`config.mk`:
```
export PLATFORM = sky130hd
export DESIGN_NAME = button_hold_and_multiclick_detector
export DESIGN_NICKNAME = d
export VERILOG_FILES = /design/src/hdl/bhmc_pkg.sv /design/src/hdl/bhmc_step.sv /design/src/hdl/button_hold_and_multiclick_detector.sv
export SDC_FILE = /design/constraint.sdc
export NUM_CORES = 1
export LEC_CHECK = 0
export BUFFER_PORTS_ARGS = -buffer_cell sky130_fd_sc_hd__buf_2
export CAP_MARGIN = 20
export CORE_ASPECT_RATIO = 1.2
export CORE_MARGIN = 3
export CORE_UTILIZATION = 35
export DETAILED_ROUTE_END_ITERATION = 8
export GPL_ROUTABILITY_DRIVEN = 0
export PLACE_DENSITY = 0.65
export SLEW_MARGIN = 20
export SYNTH_ARGS = -nofsm -noshare
export SYNTH_HDL_FRONTEND = slang
export SYNTH_SLANG_ARGS = --single-unit
```
`constraint.sdc`:
```
create_clock -name aclk -period 5.3 [get_ports aclk]
set_input_delay 1.325 -clock aclk [delete_from_list [all_inputs] [get_ports aclk]]
set_output_delay 1.325 -clock aclk [all_outputs]
set_load 0.005 [all_outputs]
```
`src/hdl/bhmc_pkg.sv`:
```
// ----------------------------------------------------------------------------
// bhmc_pkg
// Shared types and codes for the button hold and multi-click detector.
// ----------------------------------------------------------------------------
package bhmc_pkg;

    localparam int unsigned TIME_W   = 32;
    localparam int unsigned COUNT_W  = 4;
    localparam int unsigned GEST_W   = 2;
    localparam int unsigned CFG_IDX_W  = 3;
    localparam int unsigned CFG_DATA_W = 16;

    // gesture codes
    localparam logic [GEST_W-1:0] GEST_NONE  = 2'd0;
    localparam logic [GEST_W-1:0] GEST_HOLD  = 2'd1;
    localparam logic [GEST_W-1:0] GEST_MULTI = 2'd2;

    // register indexes
    localparam logic [CFG_IDX_W-1:0] CFG_DEBOUNCE     = 3'd0;
    localparam logic [CFG_IDX_W-1:0] CFG_HOLD         = 3'd1;
    localparam logic [CFG_IDX_W-1:0] CFG_CLICK_MAX    = 3'd2;
    localparam logic [CFG_IDX_W-1:0] CFG_CLICK_WINDOW = 3'd3;
    localparam logic [CFG_IDX_W-1:0] CFG_CLICKS       = 3'd4;

    typedef struct packed {
        logic [7:0]         debounce_ms;
        logic [15:0]        hold_ms;
        logic [15:0]        click_max_ms;
        logic [15:0]        multi_click_window_ms;
        logic [COUNT_W-1:0] clicks_needed;
    } bhmc_cfg_t;

    typedef struct packed {
        logic               is_down;
        logic               in_release;
        logic               hold_reported;
        logic [TIME_W-1:0]  press_start_time;
        logic [TIME_W-1:0]  release_start_time;
        logic [TIME_W-1:0]  last_press_length;
        logic [COUNT_W-1:0] click_count;
        logic [TIME_W-1:0]  first_click_time;
    } bhmc_state_t;

endpackage

```
`src/hdl/bhmc_step.sv`:
```
// ----------------------------------------------------------------------------
// bhmc_step
// One sample step: debounce, hold detection and click counting.
// ----------------------------------------------------------------------------
module bhmc_step (
    input  bhmc_pkg::bhmc_cfg_t               cfg,
    input  bhmc_pkg::bhmc_state_t             state,
    input  logic                              pressed,
    input  logic [bhmc_pkg::TIME_W-1:0]       now_ms,
    output bhmc_pkg::bhmc_state_t             state_next,
    output logic [bhmc_pkg::GEST_W-1:0]       gesture,
    output logic [bhmc_pkg::TIME_W-1:0]       held_ms
);

    logic [bhmc_pkg::TIME_W-1:0]  since_press;
    logic [bhmc_pkg::TIME_W-1:0]  since_release;
    logic [bhmc_pkg::TIME_W-1:0]  since_first;
    logic [bhmc_pkg::TIME_W-1:0]  press_len;
    logic                         debounced;
    logic                         restart;
    logic                         hold_done;
    logic [bhmc_pkg::COUNT_W-1:0] count_new;

    assign since_press   = now_ms - state.press_start_time;
    assign since_release = now_ms - state.release_start_time;
    assign since_first   = now_ms - state.first_click_time;
    assign debounced     = since_release >= {24'd0, cfg.debounce_ms};

    // a fresh press starts its timer at zero
    assign restart   = !state.is_down && !(state.in_release && !debounced);
    assign press_len = restart ? '0 : since_press;
    assign hold_done = restart ? 1'b0 : state.hold_reported;

    always_comb begin
        state_next = state;
        gesture    = bhmc_pkg::GEST_NONE;
        held_ms    = '0;
        count_new  = '0;
        if (pressed) begin
            state_next.is_down    = 1'b1;
            state_next.in_release = 1'b0;
            if (restart) begin
                state_next.press_start_time = now_ms;
                state_next.hold_reported    = 1'b0;
            end
            if (!hold_done && press_len >= {16'd0, cfg.hold_ms}) begin
                state_next.hold_reported = 1'b1;
                state_next.click_count   = '0;
                gesture                  = bhmc_pkg::GEST_HOLD;
            end
            held_ms = press_len;
        end else if (state.is_down) begin
            state_next.is_down            = 1'b0;
            state_next.in_release         = 1'b1;
            state_next.release_start_time = now_ms;
            state_next.last_press_length  = since_press;
        end else if (state.in_release && debounced) begin
            state_next.in_release    = 1'b0;
            state_next.hold_reported = 1'b0;
            if (state.last_press_length >= {16'd0, cfg.click_max_ms}) begin
                state_next.click_count = '0;
            end else begin
                // window opens at the first click of a run
                if (state.click_count == '0
                        || since_first > {16'd0, cfg.multi_click_window_ms}) begin
                    count_new                   = 4'd1;
                    state_next.first_click_time = now_ms;
                end else begin
                    count_new = state.click_count + 4'd1;
                end
                if (count_new >= cfg.clicks_needed) begin
                    state_next.click_count = '0;
                    gesture                = bhmc_pkg::GEST_MULTI;
                end else begin
                    state_next.click_count = count_new;
                end
            end
        end
    end

endmodule

```
`src/hdl/button_hold_and_multiclick_detector.sv`:
```
// ----------------------------------------------------------------------------
// button_hold_and_multiclick_detector
// Debounced button sampler that reports long holds and multi-click runs.
// ----------------------------------------------------------------------------
// Takes one button sample per beat on the s_ channel and returns exactly one
// result beat on the m_ channel for each, in order. A sample can be accepted
// every clock cycle unless a result waiting on m_tready holds the input
// register. A sample is loaded into the input register when it is accepted,
// and its result is loaded into the result register when the step advances.
// The combinational step logic between the two registers also updates the
// detector state. A result waiting on m_tready keeps a registered sample from
// advancing, and the next sample is then not accepted. Timing registers are
// written through the cfg_ port, which is always ready; write them only while
// no sample is in flight.
// ----------------------------------------------------------------------------
module button_hold_and_multiclick_detector (
    input  logic        aclk,
    input  logic        aresetn,
    // sample channel
    input  logic        s_tvalid,
    output logic        s_tready,
    input  logic [39:0] s_tdata,   // [0] pressed, [32:1] now_ms, rest zero
    // result channel
    output logic        m_tvalid,
    input  logic        m_tready,
    output logic [39:0] m_tdata,   // [1:0] gesture, [33:2] held_ms, rest zero
    // register writes
    input  logic                              cfg_valid,
    output logic                              cfg_ready,
    input  logic [bhmc_pkg::CFG_IDX_W-1:0]    cfg_index,
    input  logic [bhmc_pkg::CFG_DATA_W-1:0]   cfg_data
);

    bhmc_pkg::bhmc_cfg_t   cfg_reg;
    bhmc_pkg::bhmc_state_t state_reg;
    bhmc_pkg::bhmc_state_t state_next;

    logic                          in_valid_reg;
    logic                          pressed_reg;
    logic [bhmc_pkg::TIME_W-1:0]   now_reg;
    logic                          m_valid_reg;
    logic [bhmc_pkg::GEST_W-1:0]   gesture_reg;
    logic [bhmc_pkg::TIME_W-1:0]   held_reg;
    logic [bhmc_pkg::GEST_W-1:0]   gesture_next;
    logic [bhmc_pkg::TIME_W-1:0]   held_next;
    logic                          advance;

    assign cfg_ready = 1'b1;
    assign advance   = in_valid_reg && (!m_valid_reg || m_tready);
    assign s_tready  = !in_valid_reg || advance;
    assign m_tvalid  = m_valid_reg;
    assign m_tdata   = {6'd0, held_reg, gesture_reg};

    always_ff @(posedge aclk) begin
        if (!aresetn) begin
            cfg_reg.debounce_ms           <= 8'd30;
            cfg_reg.hold_ms               <= 16'd2000;
            cfg_reg.click_max_ms          <= 16'd400;
            cfg_reg.multi_click_window_ms <= 16'd1500;
            cfg_reg.clicks_needed         <= 4'd3;
        end else if (cfg_valid && cfg_ready) begin
            unique case (cfg_index)
                bhmc_pkg::CFG_DEBOUNCE:     cfg_reg.debounce_ms <= cfg_data[7:0];
                bhmc_pkg::CFG_HOLD:         cfg_reg.hold_ms <= cfg_data;
                bhmc_pkg::CFG_CLICK_MAX:    cfg_reg.click_max_ms <= cfg_data;
                bhmc_pkg::CFG_CLICK_WINDOW: cfg_reg.multi_click_window_ms <= cfg_data;
                bhmc_pkg::CFG_CLICKS:       cfg_reg.clicks_needed <= cfg_data[3:0];
                default: begin
                end
            endcase
        end
    end

    bhmc_step u_step (
        .cfg        (cfg_reg),
        .state      (state_reg),
        .pressed    (pressed_reg),
        .now_ms     (now_reg),
        .state_next (state_next),
        .gesture    (gesture_next),
        .held_ms    (held_next)
    );

    // input register
    always_ff @(posedge aclk) begin
        if (!aresetn) begin
            in_valid_reg <= 1'b0;
        end else if (s_tready) begin
            in_valid_reg <= s_tvalid;
        end
    end

    always_ff @(posedge aclk) begin
        if (s_tready && s_tvalid) begin
            pressed_reg <= s_tdata[0];
            now_reg     <= s_tdata[32:1];
        end
    end

    // state and result register move together
    always_ff @(posedge aclk) begin
        if (!aresetn) begin
            state_reg   <= '0;
            m_valid_reg <= 1'b0;
        end else if (advance) begin
            state_reg   <= state_next;
            m_valid_reg <= 1'b1;
        end else if (m_tready) begin
            m_valid_reg <= 1'b0;
        end
    end

    always_ff @(posedge aclk) begin
        if (advance) begin
            gesture_reg <= gesture_next;
            held_reg    <= held_next;
        end
    end

`ifndef SYNTH
    // a nonzero held time on a waiting beat means the button is still down
    a_held_down: assert property (@(posedge aclk) disable iff (!aresetn)
        m_valid_reg && held_reg != '0 |-> state_reg.is_down)
        else $error("held time reported while released");

    a_hold_down: assert property (@(posedge aclk) disable iff (!aresetn)
        m_valid_reg && gesture_reg == bhmc_pkg::GEST_HOLD |-> state_reg.is_down)
        else $error("hold reported while released");

    a_release_excl: assert property (@(posedge aclk) disable iff (!aresetn)
        !(state_reg.is_down && state_reg.in_release))
        else $error("pressed and releasing at once");

    // count clears on reaching the target, so it never settles at all ones
    a_count_range: assert property (@(posedge aclk) disable iff (!aresetn)
        state_reg.click_count != 4'hf)
        else $error("click count overran");

    a_state_hold: assert property (@(posedge aclk) disable iff (!aresetn)
        !advance |=> $stable(state_reg))
        else $error("state changed without a beat");
`endif

endmodule
```
==> impl_metrics.csv, run 1 <==
group,metric,value,unit
outcome,outcome,"finished with violations",
outcome,failed_checks,"negative setup slack",
hold_path,min_path_cells,2,
setup_path,r2r_cells,27,
floorplan,core,48600,um2
synth,ys_seq_area_frac,0.343,
timing,fin_crit_sh,1.07,
global_routing,grt_usage,0.187,
drt,wl_per_cell,17.0,um
clock_tree,clock-sinks,264,
global_routing,overflow,0,
timing,setup_slack,-346,ps
synth,synth_area,17300,um2
job,drv_cap,0,
timing,max_freq,0.177,GHz
timing,hold_viol,0,
layout,design_area,21100,um2
timing,hold_ws,465,ps
placed_design,place_inst,2898,
synth,muxShareOfSynthArea,0.0447,
synth,synth_compound_area_frac,0.203,
drt,drt-total-wl,50400,um
synth,synth-edff-count,67,
pwr,p_int,3.69,mW
synth,synthAdderAreaFrac,0.115,
pwr,pwr-share-clk,0.386,
timing,slew-limit-headroom,0.177,
synth,syn_avg_cell_area,8.44,um2
drt,routed-wl-met3,2200,um
placed_design,dpl_cell_area,19800,um2
clock_tree,cts_tree,"built",
drt,ant_nets,0,
setup_path,critPathLaunchType,"register",
global_routing,antenna_found_initial,0,
drt,routed.top_layer,"met4",
layout,num_antenna_cells,0,
drt,drt_iter0_drc,817,
clock_tree,cts-root-buf,"clkbuf_16",
setup_path,max_stage_delay,550,ps
timing,worst_pin_slew,1220,ps
synth,synth_cell_type_count,93,
floorplan,io_pins,107,
floorplan,initial_core_util,0.357,
drt,via_count,15600,
clock_tree,cts_made_buffers,29,
clock_tree,h-tree-depth,1,
drt,wl_met2,25900,um
setup_path,critical_path_class,"register to register",
timing,period_needed,5650,ps
setup_path,worstPathRequired,5810,ps
pwr,p_sw,1.46,mW
synth,synth_xor_area_frac,0.0298,
global_routing,grt_pass1_wl,80300,um
clock_tree,cts.clk_slew.worst_paths,60,ps
synth,synth_cells,2055,
global_routing,grt_max_degree,106,
timing,setup_viol,7,
pwr,p_sw_frac,0.283,
setup_path,critPathCaptureType,"register",
pwr,peakVddDrop,0.243,mV
layout,final_layout_size_suffix_gt1_frac,0.190,
floorplan,rows,88,
drt,drt-pass1-iter-count,5,
floorplan,die_area,52300,um2
synth,synthArstFlopShare,0,
drt,drc,0,
synth,synthFlopType,"dfxtp_1",
floorplan,die_w,209,um
synth,synth_top_family_by_area,"compound AO/OA/AOI/OAI gates",
timing,report.final.slew_viol_count,0,
pwr,p_leak,8.35,nW
synth,yosys.area_share.simple,0.200,
setup_path,crit_arrival,6160,ps
placed_design,dp_hpwl,39200,um
drt,met1Wirelength,20300,um
layout,nNetsFinal,2538,
layout,largest_register_ffs,135,
placed_design,numPortBuffers,92,
floorplan,die_h,250,um
clock_tree,cts_buffer_depth,3,
setup_path,worst-path-max-fanout,4,
drt,vias_per_cell,5.26,
pwr,p_comb_frac,0.196,
pwr,p_seq_frac,0.418,
timing,rsz0062_at_grt,"yes",
synth,yosysWarnings,0,
pwr,power_density,244,nW/um2
layout,areaGrowthSynthToFinish,21.7,%
setup_path,crit_slowest_cell,"or4_4",
hold_path,hold_class,"register to register",
synth,ys_ff_latch,264,
timing,skew,11.6,ps
layout,stdcell_count,2969,
global_routing,grt_pass1_vias,15600,
clock_tree,insertion_delay,570,ps
layout,fillers,4646,
## critical path: cells and delay by family, from the launching register on
kind | cells | cell delay (ps)
AOI/OAI and AO/OA | 8 | 1410
xor gates and xnor gates | 1 | 110
adders and majority gates | 4 | 1010
buffers and inverters | 4 | 340
DFF | 1 | 400
and+or+nand+nor | 10 | 2320
## what timing repair did
action                     in CTS  in global routing
setup endpoints to repair       7                  7
setup buffers                  16                  2
hold buffers                    0                  0
pin swaps                      23                 13
resized for setup              38                  8
## metal layers
metal  vias to the layer above  GRT usage
met1                      7397      0.215
met5                         -          0
met3                       113     0.0175
met2                       395      0.352
li1                       7709          -
met4                         0     0.0720
## cells in the mapped netlist (all sizes together) (4+ instances only)
library cell  count  area [um2]
a2111o            4        45.0
a2111oi           9        78.8
a211o             7        61.3
a211oi           26         205
a21boi           78         586
a21o             47         354
a21oi           112         561
a221oi            4        41.3
a31o              6        52.6
a31oi            12        81.3
and2             41         262
and3             18         118
and4              6        52.6
buf              26         176
clkbuf           66         251
dfxtp           197        3940
edfxtp           67        2010
ha              155        1940
inv             183         687
mux2i            74         741
nand2           292        1100
nand2b           21         131
nand3            27         135
nand4            30         188
nor2            112         423
nor2b            84         526
nor3             23         120
nor4             14         133
o2111ai           5        50.0
o211ai           42         320
o21a             14         105
o21ai            97         485
o21bai           10        75.1
o31ai             8        78.8
or2               6        37.5
or3              13        81.3
xnor2            31         272
xor2             28         245
## path summary, 6_finish.rpt
path              slack [ps]           from            end
hold reg to reg          460  state_reg[98]  state_reg[98]
setup / recovery        -350     now_reg[0]  state_reg[35]
hold / removal           460  state_reg[98]  state_reg[98]
setup reg to reg        -350     now_reg[0]  state_reg[35]
## cell families (layout without fill, tap and decap cells)
| kind of cell | Yosys count | after routing |
|---|---|---|
| compound gates | 515 | 515 |
| xor+xnor | 59 | 59 |
| fa+ha+maj | 158 | 158 |
| buf+inv | 275 | 554 |
| flops | 264 | 264 |
| mux | 77 | 77 |
| other cells | 2 | 7 |
| simple gates | 705 | 705 |
## power by group through the flow
stage                     registers (mW)  logic (mW)  clock network, mW
after floorplan                     2.19       0.597                  0
after global placement              2.19       0.946                  0
after detailed placement            2.20       0.969                  0
after CTS                           2.15       0.995               2.04
after global routing                2.15        1.11               2.11
final                               2.15        1.01               1.99
## final cells by class
| class | count | area (um2) | area share |
|---|---|---|---|
| clock inverter | 18 | 143 | 0.00676 |
| tap | 630 | 788 | 0.0374 |
| clock buffer | 36 | 783 | 0.0371 |
| sequential | 264 | 5960 | 0.282 |
| multi-input combinational | 1521 | 10600 | 0.501 |
| timing repair buffer | 317 | 2170 | 0.103 |
| inverter | 183 | 687 | 0.0326 |
## placed cells by master, fill, tap and decap left out, types with 7 or more instances in the layout
master     Yosys  routed
xnor2_1       31      30
ha_1         155     152
mux2i_1       74      74
nand3_1       27      26
or3_1         13      12
inv_1        183     181
buf_4         10     223
edfxtp_1      67      67
o21bai_1      10      10
and2_1        37      36
nand2b_1      21      20
conb_1         2       7
o21ai_1        9      12
clkbuf_16      0      30
xor2_1        28      28
nor2_1       111     109
a21o_1        46      46
a31oi_1       11      10
o21a_1        14      14
o21ai_0       88      84
o211ai_1      41      41
a211o_1        7       7
nor3_1        22      21
nand4_1       30      30
a211oi_1      24      20
dfxtp_1      197     197
buf_2          9      91
clkinv_2       0       7
and3_1        17      17
nor2b_1       84      82
a21boi_0      78      75
nor4_1        11      10
nand2_1      292     290
a21oi_1      112     106
## through the flow
stage          total power [mW]  setup TNS, ps  utilization  worst slack (ps)
5_1_grt                    5.38          -3480        0.435              -633
4_1_cts                    5.19          -1040        0.433              -279
2_1_floorplan              2.79              0            -             0.577
3_5_place_dp               3.16          -4130        0.408              -745
3_3_place_gp               3.14          -3020        0.408              -509
6_report                   5.14          -1450        0.435              -346
Note: power is estimated with default switching activity, not from simulation.
==> run 2: changes to the inputs <==
--- a/config.mk
+++ b/config.mk
@@ -17,3 +17,4 @@
 export SYNTH_ARGS = -nofsm -noshare
 export SYNTH_HDL_FRONTEND = slang
 export SYNTH_SLANG_ARGS = --single-unit
+export TNS_END_PERCENT = 10
==> constraint.sdc (replaced) <==
create_clock -name aclk -period 5.3 [get_ports aclk]
set_input_delay 1.325 -clock aclk [delete_from_list [all_inputs] [get_ports aclk]]
set_output_delay 1.325 -clock aclk [all_outputs]
set_load 0.1 [all_outputs]
==> impl_metrics.csv, run 2 (synthesized netlist as in run 1, its figures left out) <==
group,metric,value,unit
setup_path,worstPathRequired,5840,ps
setup_path,max_stage_delay,440,ps
setup_path,crit_buf_inv,5,
outcome,failed_checks,"negative setup slack",
clock_tree,insertion_delay,590,ps
timing,worst_pin_slew,1200,ps
setup_path,r2r_cells,27,
timing,max_freq,0.179,GHz
layout,mostFrequentLayoutCell,"nand2_1",
timing,skew,19.1,ps
pwr,peakVddDrop,0.282,mV
layout,stdcell_count,2962,
clock_tree,holdBufCountCts,0,
layout,final_layout_size_suffix_gt1_frac,0.189,
setup_path,crit_arrival,6120,ps
drt,via_count,15700,
floorplan,die_area,52300,um2
timing,period_needed,5590,ps
layout,seq_area,5960,um2
timing,hold_viol,0,
setup_path,worstSetupPathDepth,27,
drt,drt-pass1-iter-count,5,
clock_tree,cts.clk_slew.worst_paths,60,ps
floorplan,io_pins,107,
timing,slew-limit-headroom,0.187,
timing,setup_viol,6,
setup_path,cp_top_family,"simple AND/OR/NAND/NOR gates",
floorplan,die_w,209,um
outcome,outcome,"finished with violations",
pwr,p_leak,8.32,nW
layout,fillers,4751,
setup_path,worst-path-max-fanout,4,
floorplan,initial_core_util,0.357,
placed_design,numPortBuffers,92,
global_routing,grt_pass1_wl,80800,um
layout,largest_register_ffs,135,
layout,areaGrowthSynthToFinish,21.6,%
setup_path,critical_path_class,"register to register",
layout,num_antenna_cells,0,
drt,wl_per_cell,17.4,um
layout,final_cell_mix,"nand2_1 (290), buf_4 (207), dfxtp_1 (197), inv_1 (181), ha_1 (151)",
clock_tree,cts_buffer_depth,3,
floorplan,rows,88,
job,drv_cap,0,
global_routing,grt_pass1_vias,15500,
setup_path,critPathCaptureType,"register",
clock_tree,h-tree-depth,1,
clock_tree,cts_tree,"built",
floorplan,core,48600,um2
layout,nNetsFinal,2529,
pwr,power_density,249,nW/um2
global_routing,grt_usage,0.188,
setup_path,critPathLaunchType,"register",
drt,ant_nets,0,
placed_design,dp_hpwl,39400,um
drt,drt-total-wl,51400,um
pwr,p_total,5.26,mW
timing,setup_slack,-288,ps
global_routing,antenna_found_initial,0,
hold_path,hold_class,"register to register",
placed_design,place_inst,2888,
floorplan,die_h,250,um
timing,fin_crit_sh,1.05,
global_routing,grt_max_degree,116,
clock_tree,cts-root-buf,"clkbuf_16",
drt,drt_iter0_drc,977,
timing,rsz0062_at_grt,"yes",
timing,report.final.slew_viol_count,0,
drt,vias_per_cell,5.28,
layout,multi_input_area,10600,um2
clock_tree,cts_made_buffers,31,
drt,drc,0,
hold_path,min_path_cells,2,
clock_tree,clock-sinks,264,
global_routing,overflow,0,
setup_path,crit_slowest_cell,"or4_4",
## run 2: final timing paths
kind / startpoint / to / slack (ps)
hold / removal: state_reg[89] / state_reg[89] / 460
setup / recovery: now_reg[1] / state_reg[34] / -290
setup reg to reg: now_reg[1] / state_reg[34] / -290
hold reg to reg: state_reg[89] / state_reg[89] / 460
## run 2: timing repair
item	4_1_cts	5_1_grt
setup buffers	13	3
pin swaps	29	11
gates resized for setup	37	16
setup endpoints to repair	7	7
## run 2: metrics by stage
stage / TNS, ps / utilization / hold WS [ps] / worst slack [ps] / area, um2
5_1_grt: -3120 / 0.434 / 483 / -549 / 21100
4_1_cts: -736 / 0.432 / 468 / -195 / 21000
2_1_floorplan: -77.2 / - / 443 / -38.6 / 17400
3_3_place_gp: -2130 / 0.407 / 451 / -404 / 19800
3_5_place_dp: -2810 / 0.407 / 459 / -531 / 19800
6_report: -1350 / 0.434 / 462 / -288 / 21100
## run 2: area by class of cell
type / instances / share of cell area
multi-input cells: 1521 / 0.501
inverters: 183 / 0.0326
repair buffers: 306 / 0.101
flip-flops and latches: 264 / 0.282
clock buffers: 39 / 0.0397
well taps: 630 / 0.0374
clock inverters: 19 / 0.00569
## run 2: power breakdown
part / leakage (nW) / internal (mW) / switching, mW
logic: 5.58 / 0.423 / 0.666
clock network: 0.475 / 1.12 / 0.895
registers: 2.26 / 2.12 / 0.0323
total: 8.32 / 3.66 / 1.59
## run 2: routing by layer
metal	vias to the layer above	track usage	part of all wire
met3	113	0.0171	0.039
met5	-	0	0
li1	7705	-	-
met4	0	0.0789	0.042
met2	388	0.343	0.50
met1	7444	0.226	0.42
## run 2: tightest hold or removal path: stages, from the launching register on
cell and delay [ps]:
dfxtp_1 310, nand2_1 40, a21boi_0 60
==> run 3: changes to the inputs <==
--- a/config.mk
+++ b/config.mk
@@ -13,6 +13,7 @@
 export DETAILED_ROUTE_END_ITERATION = 8
 export GPL_ROUTABILITY_DRIVEN = 0
 export PLACE_DENSITY = 0.65
+export RECOVER_POWER = 100
 export SLEW_MARGIN = 20
 export SYNTH_ARGS = -nofsm -noshare
 export SYNTH_HDL_FRONTEND = slang
==> impl_metrics.csv, run 3 (synthesized netlist as in run 1, its figures left out) <==
group,metric,value,unit
layout,final_cell_mix,"nand2_1 (290), dfxtp_1 (197), buf_4 (194), inv_1 (181), ha_1 (151)",
pwr,power_density,251,nW/um2
timing,hold_viol,0,
layout,postLayoutCoreUtil,0.431,
setup_path,r2r_cells,27,
clock_tree,cts.clk_slew.worst_paths,60,ps
placed_design,post-place-ws,-531,ps
global_routing,antenna_found_initial,0,
pwr,peakVddDrop,0.281,mV
clock_tree,cts_buffer_depth,3,
clock_tree,h-tree-depth,1,
clock_tree,holdBufCountCts,0,
clock_tree,cts-root-buf,"clkbuf_16",
pwr,p_int,3.66,mW
floorplan,io_pins,107,
placed_design,dp_hpwl,39400,um
drt,ant_nets,0,
global_routing,grt_max_degree,116,
layout,mostFrequentLayoutCell,"nand2_1",
floorplan,die_h,250,um
timing,setup_viol,6,
setup_path,ff2ff_setup_slack,-290,ps
hold_path,hold_end,"state_reg[77]",
setup_path,critPathLaunchType,"register",
setup_path,crit_slowest_cell,"or4_4",
timing,period_needed,5590,ps
drt,via_count,15700,
timing,fin_crit_sh,1.05,
drt,drt_iter0_drc,1019,
timing,setup_slack,-287,ps
clock_tree,cts_tree,"built",
clock_tree,clock-sinks,264,
drt,drc,0,
setup_path,critical_path_class,"register to register",
floorplan,die_w,209,um
layout,largest_register_ffs,135,
setup_path,worstPathRequired,5840,ps
setup_path,critPathCaptureType,"register",
setup_path,r2r-start,"now_reg[1]",
timing,max_freq,0.179,GHz
floorplan,core,48600,um2
job,drv_cap,2,
drt,vias_per_cell,5.29,
pwr,pwr-share-clk,0.385,
floorplan,initial_core_util,0.357,
layout,nNetsFinal,2529,
hold_path,hold_start,"state_reg[77]",
timing,slew-limit-headroom,-0.792,
setup_path,r2r-end,"state_reg[35]",
outcome,failed_checks,"max-capacitance violations, max-slew violations, negative setup slack",
drt,drt-total-wl,51400,um
global_routing,grt_pass1_vias,15500,
hold_path,min_path_cells,2,
timing,report.final.slew_viol_count,67,
pwr,p_leak,8.09,nW
setup_path,max_stage_delay,440,ps
global_routing,grt_pass1_wl,80800,um
timing,rsz0062_at_grt,"yes",
timing,hold_ws,463,ps
clock_tree,cts_made_buffers,31,
placed_design,numPortBuffers,92,
layout,areaGrowthSynthToFinish,20.8,%
floorplan,die_area,52300,um2
setup_path,worst-path-max-fanout,4,
global_routing,grt_usage,0.188,
global_routing,overflow,0,
pwr,p_sw,1.59,mW
outcome,outcome,"finished with violations",
layout,final_layout_size_suffix_gt1_frac,0.161,
drt,drt-pass1-iter-count,5,
hold_path,hold_class,"register to register",
pwr,p_sw_frac,0.303,
setup_path,crit_arrival,6130,ps
pwr,p_seq_frac,0.410,
floorplan,rows,88,
pwr,p_comb_frac,0.206,
drt,wl_per_cell,17.4,um
timing,skew,19.1,ps
clock_tree,insertion_delay,590,ps
layout,num_antenna_cells,0,
timing,worst_pin_slew,2690,ps
==> run 3: cell count changes in the layout (fill, tap and decap cells not counted), moves of 9 or more <==
cell      before  now
buf_4        207  194
and2_0         0   10
clkbuf_1       6   68
buf_2         91   41
and2_1        36   27
==> run 3: area by class of cell <==
type | count | area, um2
Fill cell | 4795 | 27600
Multi-Input combinational cell | 1521 | 10500
Sequential cell | 264 | 5960
Timing Repair Buffer | 306 | 2010
Clock buffer | 39 | 837
Tap cell | 630 | 788
Inverter | 183 | 687
Clock inverter | 19 | 120
==> run 3: stage by stage <==
stage,instance area [um2],power [mW],cells,TNS (ps)
final,20900,5.25,2962,-1370
after global routing,20900,5.48,2962,-3220
after CTS,21000,5.29,2959,-736
after detailed placement,19800,3.24,2888,-2810
after global placement,19800,3.22,2888,-2130
after floorplan,17400,2.87,2060,-77.2
==> run 3: how the worst max path moves through the flow <==
stage	startpoint	to	slack, ps	cells past startpoint
CTS	now_reg[1]	state_reg[32]	-200	26
floorplan	now_reg[0]	state_reg[35]	-40	27
detailed placement	now_reg[0]	state_reg[32]	-530	29
global route	now_reg[0]	state_reg[32]	-550	29
global placement	now_reg[0]	state_reg[34]	-400	27
finish	now_reg[1]	state_reg[35]	-290	27
==> run 3: metal layers <==
layer / track usage / part of all wire / vias to the layer above
met5: 0 / 0 / -
met4: 0.0789 / 0.047 / 0
met3: 0.0171 / 0.036 / 127
met2: 0.343 / 0.50 / 387
met1: 0.226 / 0.42 / 7445
li1: - / - / 7702
==> run 3: critical path: cells and delay by family, from the launching register on <==
family | cells | cell delay [ps]
AND/OR/NAND/NOR | 9 | 1920
AO/OA/AOI/OAI | 9 | 1380
adder cells (fa/ha/maj) | 3 | 910
buffers and inverters | 5 | 760
flip-flops | 1 | 410
XOR/XNOR | 1 | 160
==> run 3: timing repair <==
item                                    CTS  global route
pin swaps                                29            11
resized for setup                        37            16
endpoints found under the hold margin     0             0
endpoints found under the setup margin    7             7
buffers inserted                         13             3
==> run 3: power groups by stage <==
| stage | clock network, mW | registers [mW] | logic [mW] |
|---|---|---|---|
| after CTS | 2.07 | 2.15 | 1.07 |
| after global routing | 2.15 | 2.15 | 1.17 |
| final | 2.02 | 2.15 | 1.08 |
| after global placement | 0 | 2.19 | 1.03 |
| after detailed placement | 0 | 2.19 | 1.05 |
| after floorplan | 0 | 2.25 | 0.618 |
